--- config.mk ---
export PLATFORM = sky130hd
export DESIGN_NAME = ddo_mul
export DESIGN_NICKNAME = d
export VERILOG_FILES = /design/src/rtl/core/ddo_pkg.sv /design/src/rtl/core/ddo_mul.sv
export SDC_FILE = /design/constraint.sdc
export NUM_CORES = 2
export LEC_CHECK = 0
export BUFFER_PORTS_ARGS = -buffer_cell sky130_fd_sc_hd__buf_2
export CORE_UTILIZATION = 50
export CTS_CLUSTER_SIZE = 24
export DETAILED_ROUTE_END_ITERATION = 8
export PLACE_DENSITY_LB_ADDON = 0.08
export SKIP_LAST_GASP = 1
export SYNTH_ARGS = -nofsm -noshare
export SYNTH_HDL_FRONTEND = slang
export SYNTH_SLANG_ARGS = --single-unit
--- constraint.sdc ---
create_clock -name clk -period 12.2 [get_ports clk]
set_input_delay 1.22 -clock clk [delete_from_list [all_inputs] [get_ports clk]]
set_output_delay 1.22 -clock clk [all_outputs]
set_load 0.02 [all_outputs]
--- src/rtl/core/ddo_pkg.sv ---
// Shared types, constants and helper functions of the odometry and go-to-point block.
package ddo_pkg;

	// Configuration register indexes
	localparam int CFG_IDX_W = 3;
	localparam logic [CFG_IDX_W-1:0] REG_TARGET_X   = 3'd0;
	localparam logic [CFG_IDX_W-1:0] REG_TARGET_Y   = 3'd1;
	localparam logic [CFG_IDX_W-1:0] REG_TICK_SCALE = 3'd2;
	localparam logic [CFG_IDX_W-1:0] REG_WHEEL_BASE = 3'd3;
	localparam logic [CFG_IDX_W-1:0] REG_DRIVE_GAIN = 3'd4;
	localparam logic [CFG_IDX_W-1:0] REG_TURN_GAIN  = 3'd5;

	// Register reset values
	localparam logic [31:0] RST_TARGET_X   = 32'd26214;
	localparam logic [31:0] RST_TARGET_Y   = 32'd0;
	localparam logic [31:0] RST_TICK_SCALE = 32'd365072;
	localparam logic [31:0] RST_WHEEL_BASE = 32'd15073;
	localparam logic [15:0] RST_DRIVE_GAIN = 16'd500;
	localparam logic [15:0] RST_TURN_GAIN  = 16'd1;

	// Datapath widths
	localparam int MUL_W    = 34;
	localparam int PROD_W   = 2 * MUL_W;
	localparam int DIVD_W   = 64;
	localparam int DIVS_W   = 34;
	localparam int DIV_CNT_W = $clog2(DIVD_W);
	localparam int XY_W     = 46;
	localparam int ANG_W    = 21;
	localparam int HEAD_W   = 20;
	localparam int SC_W     = 18;
	localparam int IDX_W    = 5;
	localparam int SAT_W    = 72;

	// Fixed-point constants
	localparam logic signed [MUL_W-1:0] ANG_K     = 34'sd749613;
	localparam logic signed [ANG_W-1:0] PI_Q      = 21'sd205887;
	localparam logic signed [ANG_W-1:0] HALF_PI_Q = 21'sd102944;
	localparam logic signed [XY_W-1:0]  CORDIC_X0 = 46'sd652032874;
	localparam logic [IDX_W-1:0]        CORDIC_LAST = 5'd16;
	localparam logic signed [XY_W-1:0]  NORM_LIMIT = 46'sd1099511627776;
	localparam int                      SC_SHIFT  = 14;
	localparam logic [ANG_W-1:0]        TH_ALIGN  = 21'd13107;
	localparam logic [ANG_W-1:0]        TH_FINE   = 21'd655;
	localparam logic [MUL_W-1:0]        TH_FINE_POS = 34'd655;
	localparam logic signed [SAT_W-1:0] ROT_BIAS  = 72'sd6554;
	localparam logic signed [PROD_W-1:0] SPEED_BIAS = 68'sd983040;
	localparam logic signed [35:0]      SPEED_CAP   = 36'sd500;
	localparam logic signed [35:0]      SPEED_FLOOR = -36'sd32768;
	localparam logic signed [6:0]       ARC_RADIUS  = 7'sd50;
	localparam logic signed [SAT_W-1:0] SAT_MAX = 72'sd2147483647;
	localparam logic signed [SAT_W-1:0] SAT_MIN = -72'sd2147483648;

	// CORDIC control word
	typedef struct packed {
		logic start;
		logic vec_mode;
	} cordic_ctl_t;

	typedef enum logic [2:0] {
		C_IDLE,
		C_REDUCE,
		C_NORM,
		C_ITER,
		C_DONE
	} cor_state_t;

	typedef enum logic [4:0] {
		S_IDLE,
		S_MUL_L,
		S_MUL_R,
		S_MUL_G,
		S_RADS,
		S_SC_NOW,
		S_SC_NOW_W,
		S_SC_OLD,
		S_SC_OLD_W,
		S_ARC_MUL,
		S_ARC_DIV,
		S_ARC_DIV_W,
		S_ARC_MX,
		S_ARC_MY,
		S_STR_MX,
		S_STR_MY,
		S_POS_Y,
		S_TARGET,
		S_BEARING,
		S_BEARING_W,
		S_ERR,
		S_SPEED_MUL,
		S_ROT_MUL,
		S_ROT,
		S_FIN
	} seq_state_t;

	// Arctangent of 2^-i, Q16.16 radians
	function automatic logic [16:0] atan_entry(input logic [IDX_W-1:0] i);
		logic [16:0] v;
		case (i)
			5'd0:  v = 17'd51472;
			5'd1:  v = 17'd30386;
			5'd2:  v = 17'd16055;
			5'd3:  v = 17'd8150;
			5'd4:  v = 17'd4091;
			5'd5:  v = 17'd2047;
			5'd6:  v = 17'd1024;
			5'd7:  v = 17'd512;
			5'd8:  v = 17'd256;
			5'd9:  v = 17'd128;
			5'd10: v = 17'd64;
			5'd11: v = 17'd32;
			5'd12: v = 17'd16;
			5'd13: v = 17'd8;
			5'd14: v = 17'd4;
			5'd15: v = 17'd2;
			5'd16: v = 17'd1;
			default: v = 17'd0;
		endcase
		return v;
	endfunction

	// Clamp a wide signed value to 32 bits
	function automatic logic signed [31:0] sat32(input logic signed [SAT_W-1:0] v);
		logic signed [31:0] r;
		if (v > SAT_MAX)
			r = 32'sh7fffffff;
		else if (v < SAT_MIN)
			r = 32'sh80000000;
		else
			r = v[31:0];
		return r;
	endfunction

endpackage

--- src/rtl/core/ddo_mul.sv ---
// Shared signed multiplier with a registered product.
module ddo_mul (
	input  logic                              clk,
	input  logic signed [ddo_pkg::MUL_W-1:0]  a,
	input  logic signed [ddo_pkg::MUL_W-1:0]  b,
	output logic signed [ddo_pkg::PROD_W-1:0] prod
);
	import ddo_pkg::*;

	// Register the product for the next state
	always_ff @(posedge clk) begin
		prod <= PROD_W'(a) * PROD_W'(b);
	end

endmodule

==> qor.csv <==
stage,metric,value,unit
outcome,outcome,"complete, no violations",
floorplan,initial core utilization,50.5,%
route,via count,29400,
final_layout,Largest Register,prod,
route,WL/cell,21.4,um
yosys,top area cells in the synthesized netlist,"fa_1 58%, inv_1 11%, and2_1 9.0%, ha_1 5.9%, nand2_1 4.7%",
route,DRT iter0 DRCs,1451,
route,remaining antenna violation count,0,
yosys,Yosys top cell by area,fa_1,
timing,period utilization,76.9,%
final_layout,max FFs per register,68,
global_routing,pin count of the biggest net entering global routing,35,
floorplan,die footprint,87200,um2
timing,min cycle time layout,9.39,ns
critical_path,Critical Path RT,12.50,ns
yosys,Syn Nets,6068,
cts,post-CTS setup buffers,0,
global_routing,global-route wire length before repair,194,mm
timing,Fmax achieved,0.107,GHz
timing,Final Hold Vio Count,0,
route,DRT Wirelength,121,mm
global_routing,initial antenna violation count,17,
yosys,top-count cell post-synth,fa_1,
yosys,Synth Warn #,0,
floorplan,chip width,295,um
final_layout,# fillers,8126,
yosys,sequential element share of the synthesized area,3.16,%
cts,clock slew at reported path FFs,0.06,ns
final_layout,"Area growth, synth to finish",4.17,%
hold_path,Hold Crit Class,primary input to flop,
final_layout,Multi-input gate area,36100,um2
critical_path,crit path launch,a[33],
yosys,prevailing post-synth register cell,dfxtp_1,
timing,slew at the pin closest to its max-slew limit,1.05,ns
floorplan,I/O Pins,137,
final_layout,Top Registers,prod (68),
critical_path,end of the critical path,prod[66]$_DFF_P_,
cts,Num CTS Buffers,9,
placed_design,GPL Wtd Cong,0.887,
yosys,Yosys reg bits,68,
critical_path,CP endpoint kind,flop,
placed_design,Post-DP HPWL,95.0,mm
critical_path,crit path max fanout,34,
timing,RSZ-0062 raised after global routing,no,
global_routing,vias in the first global route,32800,
cts,H-tree depth,3,
critical_path,crit path DAT,9.69,ns
final_layout,Register Area,1360,um2
yosys,ys async rst share,0,%
global_routing,total grt overflow,0,
cts,Root Driver,clkbuf_16,
timing,Max Slew Vio Count,0,
cts,Post-CTS Resized,0,
route,TritonRoute pass-1 iters,5,
floorplan,Cell Rows,107,
yosys,Synth cell types,69,
cts,# hold bufs at CTS,0,
yosys,Syn Inst Count,4554,
critical_path,critical path class,primary input to flop,
final_layout,Post-layout nets,6029,
timing,setup tns final,0,ns
cts,CTS Buffer Depth,2,
yosys,synthesized area,43000,um2
route,DRC,0,
route,routed vias/inst,5.19,
cts,CTS tree,done,
timing,Slew HR,30.3,%
critical_path,CP Launch Type,primary input,
flow_run,max-cap viol count,0,
floorplan,Die Y-Extent,295,um
timing,endpoints failing setup,0,
final_layout,layout cells sized above 1,4.98,%
yosys,top post-synthesis cells by count,"1241 x fa_1, 1231 x inv_1, 621 x and2_1",
placed_design,input/output buffers,136,
floorplan,core area,85100,um2
global_routing,Tot GR Track Use,30.1,%
yosys,Post-synth EDFFs,0,
yosys,area fraction of the dominant cell type after synthesis,57.7,%
cts,clock sink count,68,
yosys,Mean Syn Cell Area,9.45,um2
## cell type report
type | count | share of cell area, %
sequential | 68 | 3.04
clock buffer | 9 | 0.502
clock inverter | 6 | 0.0921
inverter | 1232 | 10.3
tap | 1144 | 3.19
antenna | 1 | 0.00558
multi-input combinational | 3026 | 80.6
timing repair buffer | 178 | 2.22
## stage by stage
step / std cells / cell area, um2 / hold slack (ns) / setup WS, ns / util [%]
floorplan: 4554 / 43000 / 1.35 / 3.49 / -
CTS: 5663 / 44800 / 1.38 / 2.79 / 52.6
global route: 5663 / 44800 / 1.41 / 2.34 / 52.6
finish: 5664 / 44800 / 1.39 / 2.81 / 52.6
detailed placement: 5648 / 44600 / 1.64 / 2.38 / 52.3
global placement: 5648 / 44600 / 1.63 / 2.38 / 52.3
## cell usage in the layout, fill, tap and decap left out, types with 5 or more instances in the layout
cell type  netlist  layout
a211oi_1         6       6
a21o_1          37      37
a21oi_1         61      61
a31oi_1          7       7
and2_1         621     621
and3_1           5       5
buf_2            2     136
buf_4            4      42
clkbuf_16        0       9
dfxtp_1         68      68
fa_1          1241    1241
ha_1           204     204
inv_1         1231    1231
nand2_1        542     542
nand2b_1        20      20
nand3_1         11      11
nand4_1         11      11
nor2_1          54      54
nor2b_1          9       9
nor3_1           5       5
o21ai_0         31      31
o21ai_1          7       7
o21bai_1        12      12
xnor2_1         56      56
xor2_1          23      23
## metal layers
layer / vias to the layer above / share of wire, % / track usage, %
met2: 798 / 50 / 51.1
met5: - / 0.074 / 0
met4: 14 / 3.3 / 9.74
li1: 12700 / - / -
met3: 209 / 5.2 / 4.02
met1: 15700 / 42 / 39.9
## worst min-delay path by stage
stage                          start         endpoint  slack, ns  cells after the start
finish                          b[0]  prod[0]$_DFF_P_       1.39                      3
global route                    b[0]  prod[0]$_DFF_P_       1.41                      3
CTS                             b[0]  prod[0]$_DFF_P_       1.38                      3
detailed placement   prod[5]$_DFF_P_          prod[5]       1.64                      1
global placement    prod[21]$_DFF_P_         prod[21]       1.63                      1
floorplan                       a[0]  prod[0]$_DFF_P_       1.35                      1
## worst max-delay path, stage by stage
cell and delay (ns):
buf_2 0.67, nand2_1 0.20, inv_1 0.17, fa_1 0.55, fa_1 0.65, fa_1 0.72, fa_1 1.30, fa_1 0.58
fa_1 0.50, fa_1 0.51, inv_1 0.05, fa_1 0.48, inv_1 0.05, ha_1 0.37, and2_1 0.26, nand2_1 0.10
o41ai_1 0.52, a31oi_4 0.11, o31ai_4 0.39, a221oi_2 0.11, xnor2_1 0.13
## kinds of logic (layout without fill, tap and decap cells)
| logic type | after synthesis | after routing | share of synthesized area (%) |
|---|---|---|---|
| simple gates | 1296 | 1296 | 15.4 |
| flops | 68 | 68 | 3.16 |
| xor+xnor | 79 | 79 | 1.61 |
| other cells | 0 | 1 | 0 |
| compound gates | 206 | 206 | 3.35 |
| buf+inv | 1460 | 1425 | 12.8 |
| fa+ha+maj | 1445 | 1445 | 63.7 |
Power is not shown: default switching activity piles up to over one toggle a cycle in this logic, so the estimate is an artifact.
