<file path="config.mk">
export PLATFORM = sky130hd
export DESIGN_NAME = ddo_div
export DESIGN_NICKNAME = d
export VERILOG_FILES = /design/src/rtl/core/ddo_pkg.sv /design/src/rtl/core/ddo_div.sv
export SDC_FILE = /design/constraint.sdc
export NUM_CORES = 1
export LEC_CHECK = 0
export BUFFER_PORTS_ARGS = -buffer_cell sky130_fd_sc_hd__clkbuf_2
export CAP_MARGIN = 10
export CELL_PAD_IN_SITES_DETAIL_PLACEMENT = 1
export CELL_PAD_IN_SITES_GLOBAL_PLACEMENT = 2
export CORE_MARGIN = 2
export CORE_UTILIZATION = 30
export CTS_CLUSTER_DIAMETER = 100
export DETAILED_ROUTE_END_ITERATION = 6
export GPL_TIMING_DRIVEN = 1
export PLACE_DENSITY = 0.72
export SLEW_MARGIN = 40
export SYNTH_ARGS = -nofsm -noshare
export SYNTH_HDL_FRONTEND = slang
export SYNTH_SLANG_ARGS = --single-unit
</file>
<file path="constraint.sdc">
create_clock -name clk -period 2.9 [get_ports clk]
set_clock_uncertainty 0.05 [all_clocks]
set_input_delay 0.29 -clock clk [delete_from_list [all_inputs] [get_ports clk]]
set_output_delay 0.29 -clock clk [all_outputs]
set_load 0.005 [all_outputs]
</file>
<file path="src/rtl/core/ddo_pkg.sv">
// Shared types, constants and helper functions of the odometry and go-to-point block.
package ddo_pkg;

	// Configuration register indexes
	localparam int CFG_IDX_W = 3;
	localparam logic [CFG_IDX_W-1:0] REG_TARGET_X   = 3'd0;
	localparam logic [CFG_IDX_W-1:0] REG_TARGET_Y   = 3'd1;
	localparam logic [CFG_IDX_W-1:0] REG_TICK_SCALE = 3'd2;
	localparam logic [CFG_IDX_W-1:0] REG_WHEEL_BASE = 3'd3;
	localparam logic [CFG_IDX_W-1:0] REG_DRIVE_GAIN = 3'd4;
	localparam logic [CFG_IDX_W-1:0] REG_TURN_GAIN  = 3'd5;

	// Register reset values
	localparam logic [31:0] RST_TARGET_X   = 32'd26214;
	localparam logic [31:0] RST_TARGET_Y   = 32'd0;
	localparam logic [31:0] RST_TICK_SCALE = 32'd365072;
	localparam logic [31:0] RST_WHEEL_BASE = 32'd15073;
	localparam logic [15:0] RST_DRIVE_GAIN = 16'd500;
	localparam logic [15:0] RST_TURN_GAIN  = 16'd1;

	// Datapath widths
	localparam int MUL_W    = 34;
	localparam int PROD_W   = 2 * MUL_W;
	localparam int DIVD_W   = 64;
	localparam int DIVS_W   = 34;
	localparam int DIV_CNT_W = $clog2(DIVD_W);
	localparam int XY_W     = 46;
	localparam int ANG_W    = 21;
	localparam int HEAD_W   = 20;
	localparam int SC_W     = 18;
	localparam int IDX_W    = 5;
	localparam int SAT_W    = 72;

	// Fixed-point constants
	localparam logic signed [MUL_W-1:0] ANG_K     = 34'sd749613;
	localparam logic signed [ANG_W-1:0] PI_Q      = 21'sd205887;
	localparam logic signed [ANG_W-1:0] HALF_PI_Q = 21'sd102944;
	localparam logic signed [XY_W-1:0]  CORDIC_X0 = 46'sd652032874;
	localparam logic [IDX_W-1:0]        CORDIC_LAST = 5'd16;
	localparam logic signed [XY_W-1:0]  NORM_LIMIT = 46'sd1099511627776;
	localparam int                      SC_SHIFT  = 14;
	localparam logic [ANG_W-1:0]        TH_ALIGN  = 21'd13107;
	localparam logic [ANG_W-1:0]        TH_FINE   = 21'd655;
	localparam logic [MUL_W-1:0]        TH_FINE_POS = 34'd655;
	localparam logic signed [SAT_W-1:0] ROT_BIAS  = 72'sd6554;
	localparam logic signed [PROD_W-1:0] SPEED_BIAS = 68'sd983040;
	localparam logic signed [35:0]      SPEED_CAP   = 36'sd500;
	localparam logic signed [35:0]      SPEED_FLOOR = -36'sd32768;
	localparam logic signed [6:0]       ARC_RADIUS  = 7'sd50;
	localparam logic signed [SAT_W-1:0] SAT_MAX = 72'sd2147483647;
	localparam logic signed [SAT_W-1:0] SAT_MIN = -72'sd2147483648;

	// CORDIC control word
	typedef struct packed {
		logic start;
		logic vec_mode;
	} cordic_ctl_t;

	typedef enum logic [2:0] {
		C_IDLE,
		C_REDUCE,
		C_NORM,
		C_ITER,
		C_DONE
	} cor_state_t;

	typedef enum logic [4:0] {
		S_IDLE,
		S_MUL_L,
		S_MUL_R,
		S_MUL_G,
		S_RADS,
		S_SC_NOW,
		S_SC_NOW_W,
		S_SC_OLD,
		S_SC_OLD_W,
		S_ARC_MUL,
		S_ARC_DIV,
		S_ARC_DIV_W,
		S_ARC_MX,
		S_ARC_MY,
		S_STR_MX,
		S_STR_MY,
		S_POS_Y,
		S_TARGET,
		S_BEARING,
		S_BEARING_W,
		S_ERR,
		S_SPEED_MUL,
		S_ROT_MUL,
		S_ROT,
		S_FIN
	} seq_state_t;

	// Arctangent of 2^-i, Q16.16 radians
	function automatic logic [16:0] atan_entry(input logic [IDX_W-1:0] i);
		logic [16:0] v;
		case (i)
			5'd0:  v = 17'd51472;
			5'd1:  v = 17'd30386;
			5'd2:  v = 17'd16055;
			5'd3:  v = 17'd8150;
			5'd4:  v = 17'd4091;
			5'd5:  v = 17'd2047;
			5'd6:  v = 17'd1024;
			5'd7:  v = 17'd512;
			5'd8:  v = 17'd256;
			5'd9:  v = 17'd128;
			5'd10: v = 17'd64;
			5'd11: v = 17'd32;
			5'd12: v = 17'd16;
			5'd13: v = 17'd8;
			5'd14: v = 17'd4;
			5'd15: v = 17'd2;
			5'd16: v = 17'd1;
			default: v = 17'd0;
		endcase
		return v;
	endfunction

	// Clamp a wide signed value to 32 bits
	function automatic logic signed [31:0] sat32(input logic signed [SAT_W-1:0] v);
		logic signed [31:0] r;
		if (v > SAT_MAX)
			r = 32'sh7fffffff;
		else if (v < SAT_MIN)
			r = 32'sh80000000;
		else
			r = v[31:0];
		return r;
	endfunction

endpackage

</file>
<file path="src/rtl/core/ddo_div.sv">
// Restoring unsigned divider, one quotient bit per cycle.
module ddo_div (
	input  logic                             clk,
	input  logic                             arst_n,
	input  logic                             start,
	input  logic [ddo_pkg::DIVD_W-1:0]       dividend,
	input  logic [ddo_pkg::DIVS_W-1:0]       divisor,
	output logic                             done,
	output logic [ddo_pkg::DIVD_W-1:0]       quotient
);
	import ddo_pkg::*;

	logic                 busy_q;
	logic                 done_q;
	logic [DIV_CNT_W-1:0] cnt_q;
	logic [DIVS_W-1:0]    rem_q;
	logic [DIVS_W-1:0]    dvs_q;
	logic [DIVD_W-1:0]    quo_q;
	logic [DIVS_W:0]      trial;
	logic [DIVS_W:0]      trial_sub;
	logic                 ge;

	// Shift in the next dividend bit and try the subtract
	always_comb begin
		trial     = {rem_q, quo_q[DIVD_W-1]};
		trial_sub = trial - {1'b0, dvs_q};
		ge        = trial >= {1'b0, dvs_q};
	end

	// Control: run for one step per dividend bit
	always_ff @(posedge clk or negedge arst_n) begin
		if (!arst_n) begin
			busy_q <= 1'b0;
			done_q <= 1'b0;
			cnt_q  <= '0;
		end else begin
			done_q <= 1'b0;
			if (start && !busy_q) begin
				busy_q <= 1'b1;
				cnt_q  <= '0;
			end else if (busy_q) begin
				cnt_q <= cnt_q + 1'b1;
				if (cnt_q == DIV_CNT_W'(DIVD_W - 1)) begin
					busy_q <= 1'b0;
					done_q <= 1'b1;
				end
			end
		end
	end

	// Remainder and quotient shift register
	always_ff @(posedge clk) begin
		if (start && !busy_q) begin
			rem_q <= '0;
			dvs_q <= divisor;
			quo_q <= dividend;
		end else if (busy_q) begin
			rem_q <= ge ? trial_sub[DIVS_W-1:0] : trial[DIVS_W-1:0];
			quo_q <= {quo_q[DIVD_W-2:0], ge};
		end
	end

	assign done     = done_q;
	assign quotient = quo_q;

endmodule

</file>
==> impl_metrics.tcl, run 1 <==
set metrics [dict create \
    place_congestion 0.8078 \
    syn_nets 954 \
    reg2reg_slack_ns 0.04 \
    die_w_um 164.6 \
    clockPowerShare_pct 18.1 \
    io_pins 166 \
    rsz0062_at_grt "yes" \
    path_max_fanout 7 \
    synth_edf_count 98 \
    whs_ns 0.05612 \
    grt_use_total_pct 18.65 \
    clock_latency_ns 0.44 \
    drt_iter0_drc 288 \
    area_growth_pct 34.56 \
    fin_cells 1400 \
    p_int_mw 6.996 \
    met2WireLength_mm 11.30 \
    max_cap_viol_count 0 \
    antenna_cells 0 \
    synthTopCellsByCount "nand2_1, edfxtp_1, inv_1, ha_1" \
    h-tree-depth 4 \
    hpwl_mm 17.11 \
    clk_pin_slew_worst_paths_ns 0.07 \
    routedWlPerCell_um 17.39 \
    routed-wl-met3_mm 1.884 \
    ys.warnings.count 0 \
    wl_mm 24.34 \
    synth_simple_gate_area_share_pct 20.58 \
    switching_share_pct 39.93 \
    tritoncts "done" \
    grt_pass1_vias 7440 \
    avgSynthCellArea_um2 9.474 \
    status "completed" \
    slew-limit-headroom_pct 58.86 \
    reg2reg_depth 14 \
    synth_fa_ha_area_share_pct 5.917 \
    fin_crit_ns 2.860 \
    start_util_pct 30.65 \
    total_leakage_power_nw 4.702 \
    ys_top_cells_by_area "edfxtp_1, nand2_1, dfxtp_1" \
    synth_top_family_by_area "simple AND/OR/NAND/NOR gates" \
    rows 58 \
    portBuffers 165 \
    netlist_instances 817 \
    ys_ff_latch 140 \
    synth_cell_type_count 66 \
    dp.cells 1331 \
    synthFlopType "edfxtp_1" \
    final_nets 1194 \
    die_h_um 164.6 \
    rr_startpoint "dvs_q[8]$_DFFE_PP_" \
    hold_viol 0 \
    worst_ir_drop_vdd_uv 502.2 \
    synth_xor_area_share_pct 3.508 \
    yosysMostFrequentCell "nand2_1" \
    syn_area_um2 7740 \
    synth_top_area_share_pct 38.02 \
    top_layer "met4" \
    cts_buffer_depth 2 \
    finalSetupViolCount 0 \
    layout_setup_ws_ns 0.03982 \
    wl_met1_mm 10.80 \
    slew_violations 0 \
    vias 6901 \
    root_buffer "clkbuf_16" \
    antenna_left 0 \
    clock-sinks 140 \
    start_kind "flip-flop" \
    die-area_um2 27100 \
    cp.arrival_ns 3.11 \
    end_kind "flip-flop" \
    overflow 0 \
    yosysSeqAreaShare_pct 49.40 \
    async_flop_share_pct 5.714 \
    timing.final.crit_share_pct 98.63 \
    grt_start_max_net_pins 98 \
    first_pass_iters 6 \
    powerDensity_nw_per_um2 1118 \
    critPathLaunch "dvs_q[8]$_DFFE_PP_" \
    place_ws_ns -0.09376 \
    seqPwrFrac_pct 31.9 \
    p_comb_share_pct 49.9 \
    worstSetupEndpoint "rem_q[5]$_SDFFE_PP0P_" \
    grt_pass1_wl_mm 39.44 \
    hold_class "primary input to flip-flop" \
    synth_area_leader_cell "edfxtp_1" \
    synth_compound_area_share_pct 15.54 \
    synth_mux_area_share_pct 0.2586 \
    via_per_inst 4.929 \
    worstSetupPathType "flip-flop to flip-flop" \
    numCtsBuffers 17 \
    core_area_um2 25250 \
    worstMarginPinSlew_ns 0.6159 \
    p_sw_mw 4.651 \
    drive_gt1_share_pct 28.50 \
    route.detailed.drc 0 \
    clock.fmax_mhz 349.6 \
    cp.required_ns 3.15 \
    reg2reg_to "rem_q[5]$_SDFFE_PP0P_" \
    antenna_found_initial 0 \
]
## sequential cells by signal, summed over array words and instances (netlist names)
signal	count
cnt_q	6
busy_q	1
dvs_q	34
rem_q	34
done	1
quotient	64
## routing by layer
layer	vias to the layer above	track usage, %
met5	-	0
met4	0	5.455
met3	24	7.032
met2	172	30.33
met1	3317	23.06
li1	3388	-
## layout by cell type (no fill, tap or decap), types with 3 or more instances in the layout
cell	n
o211ai_1	13
o311ai_4	3
nand4_1	32
a211oi_1	6
and4_1	3
inv_6	7
clkbuf_16	17
a31oi_1	7
nor2_1	17
nand2b_1	4
o311ai_1	3
buf_4	53
o221ai_2	5
and3_1	9
dlygate4sd3_1	35
a21oi_1	33
clkinv_2	4
clkbuf_2	165
o311ai_2	8
o31ai_1	3
o21a_1	6
inv_1	44
buf_12	6
nor3_1	5
o21ai_0	19
xor2_1	15
xnor2_1	16
dfxtp_1	34
nand2_1	257
o21bai_1	3
a21o_1	17
ha_1	31
and2_1	4
nand3_1	14
dfrtp_1	8
edfxtp_1	98
## worst min-delay path by stage
stage	start	to	slack [ns]	depth (start not counted)
floorplan	arst_n	busy_q$_DFF_PN0_	-0.06	0
global placement	arst_n	cnt_q[1]$_DFFE_PN0P_	0.11	1
detailed placement	arst_n	cnt_q[1]$_DFFE_PN0P_	0.11	1
CTS	dividend[17]	quotient[17]$_DFFE_PP_	0.03	3
global route	dividend[26]	quotient[26]$_DFFE_PP_	0.05	3
finish	dividend[17]	quotient[17]$_DFFE_PP_	0.06	3
## logic make-up after synthesis
| logic type | after synthesis |
|---|---|
| compound gates | 159 |
| xor+xnor | 31 |
| fa+ha+maj | 36 |
| buf+inv | 88 |
| flops | 140 |
| mux | 2 |
| simple gates | 361 |
## repair_timing
action                     in CTS  in global routing
resized for setup              14                 23
setup endpoints to repair      23                 35
pin swaps                       5                 21
hold endpoints to repair       42                  0
hold buffers                   35                  0
setup buffers                   3                  0
## area by class of cell
| cell class | instances | area, um^2 |
|---|---|---|
| multi-input cells | 589 | 3730 |
| inverters | 48 | 181.4 |
| repair buffers | 261 | 1717 |
| fillers | 2989 | 14840 |
| flip-flops and latches | 140 | 3824 |
| clock buffers | 17 | 425.4 |
| clock inverters | 15 | 125.1 |
| well taps | 330 | 412.9 |
## power groups by stage
stage | clock (mW) | combinational, mW | sequential (mW)
6_report | 2.11 | 5.82 | 3.72
5_1_grt | 2.25 | 6.49 | 3.83
4_1_cts | 2.18 | 5.63 | 3.72
3_5_place_dp | 0 | 5.41 | 3.72
3_3_place_gp | 0 | 5.33 | 3.72
2_1_floorplan | 0 | 3.36 | 3.62
## stage by stage
| stage | instance area, um^2 | total power, mW | util [%] | setup TNS [ns] |
|---|---|---|---|---|
| global placement | 9305 | 9.057 | 36.85 | 0 |
| CTS | 10290 | 11.53 | 40.74 | 0 |
| global route | 10420 | 12.57 | 41.24 | -2.485 |
| floorplan | 7740 | 6.986 | - | 0 |
| finish | 10420 | 11.65 | 41.24 | 0 |
| detailed placement | 9305 | 9.130 | 36.85 | -0.9304 |
## critical path: stages, from the launching register on
cell and delay (ns):
edfxtp_1 0.39, inv_2 0.08, ha_4 0.20, buf_6 0.12
nand4_1 0.11, o21ai_2 0.09, buf_4 0.14, nor3_4 0.24
a2111oi_4 0.11, or4b_4 0.53, nand4b_4 0.13, and2_4 0.19
buf_12 0.13, buf_12 0.13, o311ai_4 0.10
Power figures use the tool's default switching activity.
==> run 2: changes to the inputs <==
Settings changed: CTS_BUF_LIST from default to sky130_fd_sc_hd__clkbuf_4 sky130_fd_sc_hd__clkbuf_8 sky130_fd_sc_hd__clkbuf_16, REMOVE_ABC_BUFFERS from default to 1.
==> run 2 against run 1 <==
  * Routed wire length is 0.62% higher
  * Setup slack improved by 0.046 ns
  * First-iteration DRC count fell by 3.1%
  * Sequential share of layout area shrank 0.18 points
  * Critical path type unchanged
  * Critical endpoint is now quotient[0]$_DFFE_PP_
==> impl_metrics.tcl, run 2 (synthesis gave the netlist of run 1 again) <==
set metrics [dict create \
    status "completed" \
    mostFrequentLayoutCell "nand2_1" \
    cp.arrival_ns 2.93 \
    start_kind "flip-flop" \
    hold_viol 0 \
    final-seq-area_um2 3824 \
    crit_family "simple AND/OR/NAND/NOR gates" \
    die-area_um2 27100 \
    slew-limit-headroom_pct 51.59 \
    finalCoreUtilization_pct 41.44 \
    place_congestion 0.7978 \
    grt_start_max_net_pins 61 \
    finalSetupViolCount 0 \
    critPathMaxStageDelay_ns 0.56 \
    fin_area_um2 10470 \
    whs_path_depth 3 \
    reg2reg_depth 11 \
    clock.fmax_mhz 355.4 \
    largest_reg_flops 64 \
    final_nets 1193 \
    vias 6907 \
    rsz0062_at_grt "yes" \
    start_util_pct 30.65 \
    powerDensity_nw_per_um2 1114 \
    hold_class "primary input to flip-flop" \
    drt_iter0_drc 279 \
    area_growth_pct 35.22 \
    io_pins 166 \
    wl_mm 24.50 \
    clk_pin_slew_worst_paths_ns 0.08 \
    worst_ir_drop_vdd_uv 424.3 \
    die_w_um 164.6 \
    slew_violations 0 \
    n_fill_cell 2959 \
    clock-sinks 140 \
    crit_buf_inv 3 \
    grt_use_total_pct 18.56 \
    tritoncts "done" \
    cp.required_ns 3.02 \
    drive_gt1_share_pct 29.09 \
    die_h_um 164.6 \
    routedWlPerCell_um 17.51 \
    slowest_stage "or4b_4" \
    root_buffer "clkbuf_16" \
    antenna_found_initial 0 \
    setup_tns_ns 0 \
    hpwl_mm 17.43 \
    total_leakage_power_nw 4.709 \
    mostFrequentLayoutCells "nand2_1, clkbuf_2, edfxtp_1, buf_4, inv_1" \
    fin_crit_ns 2.814 \
    h-tree-depth 4 \
    overflow 0 \
    antenna_cells 0 \
    via_per_inst 4.937 \
    first_pass_iters 6 \
    multiInputGateArea_um2 3744 \
    crit_cells 11 \
    path_max_fanout 7 \
    placed_area_um2 9268 \
    numCtsBuffers 17 \
    max_cap_viol_count 0 \
    end_kind "flip-flop" \
    timing.final.crit_share_pct 97.03 \
    crit_chain "inv_1 -> ha_2 -> buf_4 -> and3_4 -> nor3_4 -> a2111oi_4 -> or4b_4 -> nand4b_4 -> and2_4 -> buf_12 -> a21oi_4" \
    worstMarginPinSlew_ns 0.7247 \
    grt_pass1_vias 7268 \
    cts_buffer_depth 2 \
    route.detailed.drc 0 \
    worstSetupPathType "flip-flop to flip-flop" \
    antenna_left 0 \
    clock_latency_ns 0.43 \
    rows 58 \
    portBuffers 165 \
    grt_pass1_wl_mm 39.13 \
    core_area_um2 25250 \
]
-- run 2: power by group --
part           switching [mW]  internal (mW)  leakage [nW]
sequential              0.576           3.13          1.36
combinational            3.03           2.71          3.07
clock                   0.993           1.21         0.282
total                    4.60           7.06          4.71
-- run 2: final timing paths --
kind	startpoint	endpoint	slack [ns]
max in group asynchronous	arst_n	cnt_q[4]$_DFFE_PN0P_	2.42
max	dvs_q[10]$_DFFE_PP_	quotient[0]$_DFFE_PP_	0.09
min reg2reg	cnt_q[5]$_DFFE_PN0P_	cnt_q[5]$_DFFE_PN0P_	0.44
max reg2reg	dvs_q[10]$_DFFE_PP_	quotient[0]$_DFFE_PP_	0.09
min in group asynchronous	arst_n	cnt_q[0]$_DFFE_PN0P_	0.20
min	dividend[18]	quotient[18]$_DFFE_PP_	0.06
-- run 2: worst register-to-register path, cell delays in order (launching register included) --
cell       delay, ns
edfxtp_1        0.36
inv_1           0.08
ha_2            0.30
buf_4           0.15
and3_4          0.18
nor3_4          0.21
a2111oi_4       0.11
or4b_4          0.56
nand4b_4        0.14
and2_4          0.21
buf_12          0.15
a21oi_4         0.05
-- run 2: what timing repair did --
action,4_1_cts,5_1_grt
gates resized for setup,5,42
hold buffers,34,1
cloned,0,1
pin swaps,1,15
endpoints found under the setup margin,18,35
setup buffers,0,5
hold endpoints to repair,41,1
-- run 2: layout make-up --
type	count	area share, %
clock buffers	17	4.065
clock inverters	15	1.435
inverters	48	1.733
multi-input cells	589	35.77
flip-flops and latches	140	36.53
well taps	330	3.945
repair buffers	260	16.52
-- run 2: stage by stage --
step	worst slack [ns]	std cells	power (mW)	hold slack [ns]
floorplan	-1.733	777	6.879	-0.05559
CTS	0.03126	1392	11.41	0.005749
global route	-0.02245	1399	12.59	0.05106
finish	0.08609	1399	11.66	0.06163
detailed placement	-0.02776	1326	9.057	0.1048
global placement	0.03226	1326	8.989	0.1064
-- run 2: per-layer routing --
layer / global-route usage (%) / wire length (um)
met5: 0 / 0
met2: 29.54 / 11330
met1: 23.92 / 11070
met3: 6.580 / 1762
met4: 5.020 / 331
